## config.mk

```make
export PLATFORM = sky130hd
export DESIGN_NAME = channel_block_scanner_core
export DESIGN_NICKNAME = d
export VERILOG_FILES = /design/src/hdl/cbs_pkg.sv /design/src/hdl/channel_block_scanner_core.sv
export SDC_FILE = /design/constraint.sdc
export NUM_CORES = 1
export LEC_CHECK = 0
export BUFFER_PORTS_ARGS = -buffer_cell sky130_fd_sc_hd__buf_2
export CORE_ASPECT_RATIO = 1.5
export CORE_UTILIZATION = 40
export CTS_CLUSTER_DIAMETER = 100
export DETAILED_ROUTE_END_ITERATION = 16
export PLACE_DENSITY_LB_ADDON = 0.3
export SLEW_MARGIN = 0
export SYNTH_ARGS = -nofsm -noshare
export SYNTH_HDL_FRONTEND = slang
export SYNTH_SLANG_ARGS = --single-unit
```

## constraint.sdc

```tcl
create_clock -name clk -period 22.1 [get_ports clk]
set_input_delay 2.21 -clock clk [delete_from_list [all_inputs] [get_ports clk]]
set_output_delay 2.21 -clock clk [all_outputs]
set_load 0.03 [all_outputs]
```

## src/hdl/cbs_pkg.sv

```systemverilog
`default_nettype none

package cbs_pkg;

  // Field widths
  localparam int unsigned BYTE_W    = 8;
  localparam int unsigned POS_W     = 32;
  localparam int unsigned ADDR_W    = 33;
  localparam int unsigned HDR_W     = 32;
  localparam int unsigned PRIOR_W   = 16;
  localparam int unsigned ID_W      = 32;
  localparam int unsigned RATE_W    = 12;
  localparam int unsigned SIZE_W    = 4;
  localparam int unsigned IDX_W     = 16;
  localparam int unsigned LEN_W     = 16;
  localparam int unsigned OUT_TDATA_W = ID_W + RATE_W + SIZE_W + IDX_W;

  // Output tdata bit positions
  localparam int unsigned RATE_LSB  = ID_W;
  localparam int unsigned SIZE_LSB  = RATE_LSB + RATE_W;
  localparam int unsigned IDX_LSB   = SIZE_LSB + SIZE_W;

  // Configuration register indexes
  localparam logic CFG_EXTENDED_LAYOUT = 1'b0;
  localparam logic CFG_WIDE_CHANNEL    = 1'b1;

  // Record layout
  localparam logic [POS_W-1:0]  LIMIT_POS_STD  = 32'd3;
  localparam logic [POS_W-1:0]  LIMIT_POS_EXT  = 32'd19;
  localparam logic [ADDR_W-1:0] LIMIT_BIAS_EXT = 33'd20;
  localparam logic [ADDR_W-1:0] FIRST_HDR_STD  = 33'd10;
  localparam logic [ADDR_W-1:0] FIRST_HDR_EXT  = 33'd22;
  localparam logic [ADDR_W-1:0] HDR_TAIL       = 33'd3;
  localparam logic [ADDR_W-1:0] PREFIX_EXT     = 33'd2;
  localparam logic [16:0]       LEN_BIAS       = 17'd8;
  localparam logic [SIZE_W-1:0] MAX_SHORT_SIZE = 4'd4;

  typedef enum logic [1:0] {
    PH_IDLE = 2'b01,
    PH_SCAN = 2'b10
  } phase_t;

endpackage

`default_nettype wire

```

## src/hdl/channel_block_scanner_core.sv

```systemverilog
`default_nettype none

// Channel block scanner for a seismic record streamed one byte per transfer.
// Assert in_tuser on the first byte of every record; bytes outside a record
// are dropped. The record limit is taken from the big-endian size at bytes
// 0..3, or bytes 16..19 plus 20 when extended_layout is set. Each 4-byte
// channel block header yields one result, offered from the cycle after its
// last byte is accepted: channel id, sample rate, sample size code and channel
// index in out_tdata, the last-channel flag in out_tlast and the malformed
// flag in out_tuser. The block takes one byte every cycle with no bubbles;
// that rate is set by the combinational header decode (a 4x12 multiply-add,
// a 33-bit block-end add and the limit compare) between the accepted byte
// and the result register. The result register decouples the two sides, so
// a waiting result stalls input only while out_tready is low. There is no
// clearing pass after reset. Registers are read live on every byte; the first
// header position is fixed at record start.
module channel_block_scanner_core (
  input  wire logic                              clk,
  input  wire logic                              rst_n,
  // Configuration
  input  wire logic                              cfg_we,
  input  wire logic                              cfg_index,
  input  wire logic                              cfg_wdata,
  // Input stream
  input  wire logic                              in_tvalid,
  output logic                                   in_tready,
  input  wire logic [cbs_pkg::BYTE_W-1:0]        in_tdata,   // [7:0] data_byte
  input  wire logic                              in_tuser,   // [0] record_start
  // Result stream
  output logic                                   out_tvalid,
  input  wire logic                              out_tready,
  // [31:0] channel_id, [43:32] sample_rate, [47:44] sample_size_code,
  // [63:48] channel_index
  output logic [cbs_pkg::OUT_TDATA_W-1:0]        out_tdata,
  output logic                                   out_tlast,  // last_channel
  output logic                                   out_tuser   // [0] malformed
);

  // Configuration registers
  logic ext_r;
  logic wide_r;

  // Parser state
  cbs_pkg::phase_t                  phase_r,    phase_nxt;
  logic [cbs_pkg::POS_W-1:0]        pos_r,      pos_nxt;
  logic [cbs_pkg::ADDR_W-1:0]       limit_r,    limit_nxt;
  logic [cbs_pkg::HDR_W-1:0]        shift_r,    shift_nxt;
  logic [cbs_pkg::PRIOR_W-1:0]      prior_r,    prior_nxt;
  logic [cbs_pkg::ADDR_W-1:0]       next_hdr_r, next_hdr_nxt;
  logic [cbs_pkg::ADDR_W-1:0]       hdr_end_r,  hdr_end_nxt;
  logic [cbs_pkg::IDX_W-1:0]        count_r,    count_nxt;

  // Result register
  logic                             out_valid_r, out_valid_nxt;
  logic [cbs_pkg::OUT_TDATA_W-1:0]  out_data_r;
  logic                             out_last_r;
  logic                             out_bad_r;

  // Per-byte decode
  logic                             accept;
  logic                             start;
  logic                             active;
  logic [cbs_pkg::HDR_W-1:0]        shift_base;
  logic [cbs_pkg::PRIOR_W-1:0]      prior_base;
  logic [cbs_pkg::ADDR_W-1:0]       next_base;
  logic [cbs_pkg::ADDR_W-1:0]       hdr_end_base;
  logic [cbs_pkg::IDX_W-1:0]        count_base;
  logic                             hit;
  logic [cbs_pkg::RATE_W-1:0]       rate;
  logic [cbs_pkg::SIZE_W-1:0]       size;
  logic [cbs_pkg::ID_W-1:0]         chan_id;
  logic [cbs_pkg::RATE_W+cbs_pkg::SIZE_W-1:0] prod;
  logic [16:0]                      len_wide;
  logic [cbs_pkg::LEN_W-1:0]        len;
  logic                             bad;
  logic [cbs_pkg::ADDR_W-1:0]       block_end;
  logic                             last;

  assign accept = in_tvalid && in_tready;
  assign start  = in_tuser;
  assign active = start || (phase_r == cbs_pkg::PH_SCAN);

  // Keep taking bytes while the result register is empty or draining.
  assign in_tready = !out_valid_r || out_tready;

  // A new record restarts all record state before this byte shifts in.
  always_comb begin
    shift_base   = start ? '0 : shift_r;
    prior_base   = start ? '0 : prior_r;
    count_base   = start ? '0 : count_r;
    next_base    = start ? (ext_r ? cbs_pkg::FIRST_HDR_EXT : cbs_pkg::FIRST_HDR_STD)
                         : next_hdr_r;
    hdr_end_base = start ? (ext_r ? cbs_pkg::FIRST_HDR_EXT + cbs_pkg::HDR_TAIL
                                  : cbs_pkg::FIRST_HDR_STD + cbs_pkg::HDR_TAIL)
                         : hdr_end_r;
    if (start) begin
      pos_nxt = '0;
    end else if (&pos_r) begin
      pos_nxt = pos_r;  // saturate
    end else begin
      pos_nxt = pos_r + 1'b1;
    end
    prior_nxt = {prior_base[7:0], shift_base[cbs_pkg::HDR_W-1 -: 8]};
    shift_nxt = {shift_base[cbs_pkg::HDR_W-9:0], in_tdata};
  end

  // Record limit capture from the size field
  always_comb begin
    limit_nxt = start ? '0 : limit_r;
    if (!ext_r && pos_nxt == cbs_pkg::LIMIT_POS_STD) begin
      limit_nxt = {1'b0, shift_nxt};
    end else if (ext_r && pos_nxt == cbs_pkg::LIMIT_POS_EXT) begin
      limit_nxt = {1'b0, shift_nxt} + cbs_pkg::LIMIT_BIAS_EXT;
    end
  end

  // Header decode on the last byte of a channel block header
  assign hit  = active && ({1'b0, pos_nxt} == hdr_end_base);
  assign rate = shift_nxt[cbs_pkg::RATE_W-1:0];
  assign size = shift_nxt[cbs_pkg::RATE_W +: cbs_pkg::SIZE_W];
  assign chan_id = wide_r ? {prior_nxt, shift_nxt[cbs_pkg::HDR_W-1 -: 16]}
                          : {16'd0, shift_nxt[cbs_pkg::HDR_W-1 -: 16]};

  // size*(rate-1)+8 drops below the four header bytes only for a zero rate with size above 4;
  // flag that as malformed and compute the length unsigned otherwise.
  assign prod = size * rate;
  assign bad  = (rate == '0) && (size > cbs_pkg::MAX_SHORT_SIZE);
  always_comb begin
    if (size == '0) begin
      len_wide = {6'd0, rate[cbs_pkg::RATE_W-1:1]} + cbs_pkg::LEN_BIAS;
    end else begin
      len_wide = {1'b0, prod} + cbs_pkg::LEN_BIAS - {13'd0, size};
    end
  end
  assign len       = len_wide[cbs_pkg::LEN_W-1:0];
  assign block_end = next_base + {{(cbs_pkg::ADDR_W-cbs_pkg::LEN_W){1'b0}}, len};
  // Compare against the limit as this byte leaves it: a layout change in the
  // middle of a record can put the size capture on a header's last byte.
  assign last      = bad || (block_end >= limit_nxt);

  // Advance to the next header, or drop out of the record on the last one.
  always_comb begin
    phase_nxt    = phase_r;
    next_hdr_nxt = next_base;
    hdr_end_nxt  = hdr_end_base;
    count_nxt    = count_base;
    if (start) begin
      phase_nxt = cbs_pkg::PH_SCAN;
    end
    if (hit) begin
      count_nxt = count_base + 1'b1;
      if (last) begin
        phase_nxt = cbs_pkg::PH_IDLE;
      end else begin
        next_hdr_nxt = block_end + (ext_r ? cbs_pkg::PREFIX_EXT : '0);
        hdr_end_nxt  = block_end + (ext_r ? cbs_pkg::PREFIX_EXT + cbs_pkg::HDR_TAIL
                                          : cbs_pkg::HDR_TAIL);
      end
    end
  end

  // Hold a result until its transfer; load a new one in the same cycle.
  assign out_valid_nxt = (accept && hit) || (out_valid_r && !out_tready);

  always_ff @(posedge clk) begin
    if (!rst_n) begin
      ext_r       <= 1'b0;
      wide_r      <= 1'b0;
      phase_r     <= cbs_pkg::PH_IDLE;
      pos_r       <= '0;
      limit_r     <= '0;
      shift_r     <= '0;
      prior_r     <= '0;
      next_hdr_r  <= '0;
      hdr_end_r   <= '0;
      count_r     <= '0;
      out_valid_r <= 1'b0;
    end else begin
      if (cfg_we) begin
        unique case (cfg_index)
          cbs_pkg::CFG_EXTENDED_LAYOUT: ext_r  <= cfg_wdata;
          cbs_pkg::CFG_WIDE_CHANNEL:    wide_r <= cfg_wdata;
          default: ;
        endcase
      end
      if (accept && active) begin
        phase_r    <= phase_nxt;
        pos_r      <= pos_nxt;
        limit_r    <= limit_nxt;
        shift_r    <= shift_nxt;
        prior_r    <= prior_nxt;
        next_hdr_r <= next_hdr_nxt;
        hdr_end_r  <= hdr_end_nxt;
        count_r    <= count_nxt;
      end
      out_valid_r <= out_valid_nxt;
    end
  end

  // Result payload, no reset
  always_ff @(posedge clk) begin
    if (accept && hit) begin
      out_data_r <= {count_base, size, rate, chan_id};
      out_last_r <= last;
      out_bad_r  <= bad;
    end
  end

  assign out_tvalid = out_valid_r;
  assign out_tdata  = out_data_r;
  assign out_tlast  = out_last_r;
  assign out_tuser  = out_bad_r;

endmodule

`default_nettype wire

```

# [Word level (Yosys, flattened, before mapping)]
# Index checks and enable logic that the tools add are counted.
[totals] ff_bits=258 word_cells=75
[classes] n_addsub=9 mul=1 n_lt_le_gt_ge=2 n_eq_ne=4 mux=23 bitwise_logic=1 reduce_logical=20
[op_table] cell="$mux 33" n=9
[op_table] cell="$mux 32" n=3
[op_table] cell="$mux 16" n=3
[op_table] cell="$add 32x5->33 const B" n=1
[op_table] cell="$add 33x16->33" n=1
[op_table] cell="$add 33x2->33" n=1
[op_table] cell="$add 33x3->33" n=1
[op_table] cell="$eq 32x33->1" n=1
[op_table] cell="$ge 33x33->1" n=1
[op_table] cell="$add 32x1->32 const B" n=1
[op_table] cell="$eq 32x2->1 const B" n=1
[op_table] cell="$eq 32x5->1 const B" n=1
[op_table] cell="$reduce_and 32->1" n=1
[op_table] cell="$add 16x1->16 const B" n=1
[op_table] cell="$add 16x4->16 const B" n=1
[op_table] cell="$mul 4x12->16" n=1
[op_table] cell="$sub 16x4->16" n=1
[op_table] cell="$add 11x4->12 const B" n=1
[op_table] cell="$logic_not 12->1" n=1
[op_table] cell="$mux 5" n=2
[op_table] cell="$logic_and 1x1->1" n=8
[op_table] cell="$mux 2" n=4
[op_table] cell="$mux 8" n=1
[op_table] cell="$gt 4x3->1 const B" n=1
[op_table] cell="other kinds (7)" n=13

# [Longest topological paths before layout]
[depth] ltp_word=11 mapped_depth=49 mapped_depth_nobuf=40

# [Worst setup path after synthesis]
# OpenSTA, ideal clock, no wires.
[synth_path] path_kind="in2reg" from="input port in_tuser" to="register hdr_end_r[20] in the netlist's numbering" setup_time_ns=0.117 t_arrival_ns=11.236 t_required_ns=21.983 slack_ns=10.747 path_stages=44 n_path_buf=12 cell_sequence="clkbuf_1 clkbuf_1 clkbuf_1 buf_4 clkbuf_1 buf_1 clkbuf_1 buf_1 nor2b_1 and2_1 ha_1 fa_1 inv_1 fa_1 inv_1 ha_1 a21boi_0 a41o_1 [... 8 more ...] a21oi_1 clkbuf_1 clkbuf_1 nor3_1 nor2_1 nor2_1 ha_1 a21o_1 a21o_1 a21oi_1 o21ai_0 a311oi_1 o31ai_1 nand3b_1 o211a_1 buf_6 buf_6 o2bb2ai_1"
[synth_between] elab_chain_len=10 elab_cells_between_ends=31
[synth_rtl] element="start: declaration" line="channel_block_scanner_core.sv:28" rtl="input wire logic in_tuser,"
[synth_rtl] element="$mux 32 (*)" line="channel_block_scanner_core.sv:88" rtl="shift_base = start ? '0 : shift_r;"
[synth_rtl] element="via shift_base (one bit)" line="channel_block_scanner_core.sv:63" rtl="logic [cbs_pkg::HDR_W-1:0] shift_base;"
[synth_rtl] element="$mul 4x12->16" line="channel_block_scanner_core.sv:126" rtl="assign prod = size * rate;"
[synth_rtl] element="$add 16x4->16" line="channel_block_scanner_core.sv:132" rtl="len_wide = {1'b0, prod} + cbs_pkg::LEN_BIAS - {13'd0, size};"
[synth_rtl] element="$sub 16x4->16" line="channel_block_scanner_core.sv:132"
[synth_rtl] element="$mux 16" line="channel_block_scanner_core.sv:129" rtl="if (size == '0) begin"
[synth_rtl] element="$add 33x16->33" line="channel_block_scanner_core.sv:136" rtl="assign block_end = next_base + {{(cbs_pkg::ADDR_W-cbs_pkg::LEN_W){1'b0}}, len};"
[synth_rtl] element="$ge 33x33->1" line="channel_block_scanner_core.sv:139" rtl="assign last = bad || (block_end >= limit_nxt);"
[synth_rtl] element="$logic_or 1x1->1 (*)" line="channel_block_scanner_core.sv:139"
[synth_rtl] element="via last" line="channel_block_scanner_core.sv:77" rtl="logic last;"
[synth_rtl] element="$mux 33 (*)" line="channel_block_scanner_core.sv:152" rtl="if (last) begin"
[synth_rtl] element="$mux 33 (*)" line="channel_block_scanner_core.sv:150" rtl="if (hit) begin"
[synth_rtl] element="end signal: assignment" line="channel_block_scanner_core.sv:193" rtl="hdr_end_r <= hdr_end_nxt;"
[synth_rtl] element="end: declaration" line="channel_block_scanner_core.sv:50" rtl="logic [cbs_pkg::ADDR_W-1:0] hdr_end_r, hdr_end_nxt;"
# Mark *: on every way through the listed nets, which the timed path passes. The rest lies on a longest branch.
# A chain may end at the register's enable or synchronous reset.

# [Worst setup path in the final report]
[layout_path] from="input port in_tuser" to="register next_hdr_r[27] in the netlist's numbering"
[layout_between] elab_chain_len=10 elab_cells_between_ends=31
[layout_rtl] element="$mux 32 (*)" line="channel_block_scanner_core.sv:88"
[layout_rtl] element="via shift_base (one bit)" line="channel_block_scanner_core.sv:63"
[layout_rtl] element="$mul 4x12->16" line="channel_block_scanner_core.sv:126"
[layout_rtl] element="$add 16x4->16" line="channel_block_scanner_core.sv:132"
[layout_rtl] element="$sub 16x4->16" line="channel_block_scanner_core.sv:132"
[layout_rtl] element="$mux 16" line="channel_block_scanner_core.sv:129"
[layout_rtl] element="$add 33x16->33" line="channel_block_scanner_core.sv:136"
[layout_rtl] element="$ge 33x33->1" line="channel_block_scanner_core.sv:139"
[layout_rtl] element="$logic_or 1x1->1 (*)" line="channel_block_scanner_core.sv:139"
[layout_rtl] element="via last" line="channel_block_scanner_core.sv:77"
[layout_rtl] element="$mux 33 (*)" line="channel_block_scanner_core.sv:152"
[layout_rtl] element="$mux 33 (*)" line="channel_block_scanner_core.sv:150"
[layout_rtl] element="end signal: assignment" line="channel_block_scanner_core.sv:192" rtl="next_hdr_r <= next_hdr_nxt;"
[layout_rtl] element="end: declaration" line="channel_block_scanner_core.sv:49" rtl="logic [cbs_pkg::ADDR_W-1:0] next_hdr_r, next_hdr_nxt;"
# Marks and branches as above.

==> summary.md <==
| Metric | Value |
|---|---|
| Worst Setup End Kind | register |
| Internal power | 0.8028 mW |
| Slew margin rel. | 0.2547 |
| Fill count | 4,747 |
| Core Region | 0.04770 mm2 |
| Status | completed |
| GRT Util Overall | 0.2584 |
| Initial antenna violation count | 0 |
| Overflow after GRT | 0 |
| ANT nets after route | 0 |
| Detailed-placement wirelength estimate | 47.64 mm |
| Full die area | 0.04933 mm2 |
| Slowest cell on crit path | nand2b_2 |
| Routability cong. | 0.9509 |
| Clock power frac | 0.406 |
| HP Class | reg -> reg |
| Multi-input gate area | 0.01231 mm2 |
| Yosys cell types | 104 |
| CP startpoint kind | input port |
| Global-route wire length before repair | 100.9 mm |
| Number of synthesized flops with an enable pin | 66 |
| Max Cap Viol | 0 |
| Peak supply drop | 70.29 uV |
| P_sw | 0.3488 mW |
| Syn Nets | 2,543 |
| Commonest cells after routing, fill and taps aside | 303 x nand2_1, 192 x dfxtp_1, 144 x a21oi_1, 138 x inv_1, 138 x nor2_1 |
| Fin Setup TNS | 0 ns |
| Die width | 181.7 um |
| Leak pwr | 7.985 nW |
| RSZ-0062 raised after global routing | no |
| Worst Slack Setup Final | 10.34 ns |
| Register area | 0.005826 mm2 |
| Synth-to-layout area growth | 8.345% |
| Kind of critical path | in -> reg |
| Sw frac | 0.3029 |
| Final period util | 0.5320 |
| Final Hold Vio Count | 0 |
| Comb power frac | 0.168 |
| Worst-path clk slew | 0.07 ns |
| Port-buffer cells | 83 |
| Slew Viols, Final | 0 |
| Syn Inst Count | 2,400 |
| Register area share after synthesis | 0.3007 |
| CTS max path bufs | 3 |
| Cts bufs inserted | 28 |
| Wire per inst | 21.38 um |
| Worst-Skew Late Latency | 0.60 ns |
| Layout cells sized above 1 | 0.08914 |
| Clk_skew | 0.04247 ns |
| Warning count from the yosys run | 0 |
| Row cnt | 98 |
| Post-synth ARST share | 0 |
| Postcts setup bufs | 0 |
| Pre-CTS setup slack | 9.896 ns |
| CP max FO | 56 |
| Post_cts resized | 0 |
| R2R depth | 36 |
| Slew @ Worst Pin | 1.118 ns |
| Pre-Repair DR Iteration Count | 5 |
| N_diodes | 0 |
| Die Ht | 271.5 um |
| Clock Sinks | 258 |
| Vias | 17,990 |
| Slowest stage delay, CP | 0.88 ns |
| TritonCTS clock tree | done |
| H-tree depth | 1 |
| PD cells | 54.87 mW/mm2 |
| Vias in the first global route | 17,680 |
| Most common cell after layout, fill and taps aside | nand2_1 |
| Initial DRC count | 1,397 |
| Synth Cell Area | 0.01937 mm2 |
| Part of the power in registers | 0.425 |
| Final net count | 2,533 |
| Routed WL | 64.39 mm |
| Root Buffer | clkbuf_16 |
| Synthesized flop and latch total | 258 |
| Min Tclk post-route | 11.76 ns |
| Initial Utilization | 0.4061 |
| Synth Area per Inst | 8.071 um2 |
| # IOs | 84 |
| Pin count of the biggest net entering global routing | 104 |
| Hold Path Cell Cnt | 2 |
| Fmax | 85.06 MHz |
| Final setup violation count | 0 |
| DRC errors left | 0 |
| Worst path required time | 22.50 ns |
| Vias/cell | 5.974 |
| Cts hold-fix bufs | 0 |
| Crit path DAT | 12.16 ns |
| Top_reg_cell synth | dfxtp_1 |
-- kinds of logic after synthesis --
kind of cell,after synthesis,share of synthesized area
AOI/OAI and AO/OA,604,0.2158
xor gates and xnor gates,119,0.05380
adders and majority gates,127,0.09172
buffers and inverters,295,0.06530
DFF,258,0.3007
muxes,27,0.01427
and+or+nand+nor,970,0.2584
-- final timing paths --
check,to,slack (ns),startpoint
max,next_hdr_r[27]$_SDFFE_PN0P_,10.34,in_tuser
min,limit_r[17]$_SDFFE_PN0P_,0.45,limit_r[17]$_SDFFE_PN0P_
max reg2reg,next_hdr_r[27]$_SDFFE_PN0P_,11.80,shift_r[6]$_SDFFE_PN0P_
min reg2reg,limit_r[17]$_SDFFE_PN0P_,0.45,limit_r[17]$_SDFFE_PN0P_
-- worst max-delay path, delay by kind of cell --
kind                       cells  cell delay, ns
AOI/OAI and AO/OA             13            3.15
and+or+nand+nor               11            2.81
adders and majority gates      7            2.35
buffers and inverters          6            1.10
muxes                          1            0.28
xor gates and xnor gates       1            0.17
-- layer usage --
| layer | track usage | vias up | wire length (um) |
|---|---|---|---|
| met5 | 0 | - | 0 |
| met4 | 0.1626 | 0 | 4267 |
| met3 | 0.02629 | 200 | 3057 |
| met2 | 0.4685 | 662 | 32560 |
| met1 | 0.2877 | 8561 | 24510 |
| li1 | - | 8571 | - |
-- stage by stage --
stage	std cells	cell area, um2	util	hold WS (ns)	power (mW)
5_1_grt	3012	20990	0.4400	0.4763	1.197
3_5_place_dp	2960	20080	0.4210	0.4402	0.6920
4_1_cts	3012	20990	0.4400	0.4533	1.160
6_report	3012	20990	0.4400	0.4535	1.152
3_3_place_gp	2960	20080	0.4210	0.4332	0.6889
2_1_floorplan	2400	19370	-	0.4247	0.6398
-- cell usage after synthesis (all sizes together) (7+ instances only) --
master / instances / area [um2]
nor3b: 7 / 62.56
a211oi: 17 / 132.6
nor3: 44 / 225.2
a21boi: 54 / 405.4
clkbuf: 98 / 371.6
nand3: 108 / 540.5
ha: 102 / 1276
a22o: 7 / 61.31
nand4: 43 / 296.5
or3: 29 / 186.4
a21o: 39 / 292.8
nor2b: 83 / 519.3
o21bai: 9 / 67.56
buf: 56 / 364.1
o31ai: 27 / 221.5
a2111oi: 7 / 95.10
and2: 55 / 344.1
and4: 15 / 131.4
nand2b: 10 / 62.56
xnor2: 71 / 621.9
dfxtp: 192 / 3844
nand2: 304 / 1144
o211ai: 20 / 150.1
edfxtp: 66 / 1982
a21oi: 144 / 720.7
or4: 16 / 123.9
nor4b: 8 / 76.32
nor2: 138 / 518.0
mux2i: 22 / 220.2
fa: 25 / 500.5
nor4: 28 / 224.0
xor2: 48 / 420.4
a31oi: 21 / 137.6
nand3b: 7 / 52.55
o2bb2ai: 57 / 499.2
and3: 53 / 331.6
o2111ai: 11 / 96.34
o21ai: 101 / 505.5
or2: 13 / 81.33
inv: 140 / 525.5
a31o: 7 / 61.31
o21a: 20 / 150.1
-- power groups by stage --
stage                     logic (mW)  clock network [mW]  registers [mW]
after global placement         0.189                   0           0.500
after global routing           0.214               0.493           0.490
after floorplan                0.142                   0           0.498
after CTS                      0.193               0.477           0.490
final                          0.194               0.468           0.490
after detailed placement       0.192                   0           0.500
-- final cells by class --
type / instances / share of cell area
clock inverters: 20 / 0.007571
flip-flops and latches: 258 / 0.2776
well taps: 600 / 0.03577
clock buffers: 32 / 0.03559
multi-input cells: 1847 / 0.5866
inverters: 141 / 0.02522
repair buffers: 114 / 0.03172
-- registers in the layout (all words and copies together), names as in the netlist --
| register | count |
|---|---|
| prior_r | 8 |
| pos_r | 32 |
| out_tvalid | 1 |
| out_tlast | 1 |
| next_hdr_r | 33 |
| out_tdata | 64 |
| count_r | 16 |
| phase_r | 2 |
| hdr_end_r | 33 |
| shift_r | 32 |
| limit_r | 33 |
| wide_r | 1 |
| ext_r | 1 |
| out_tuser | 1 |
(Power assumes the default switching activity.)
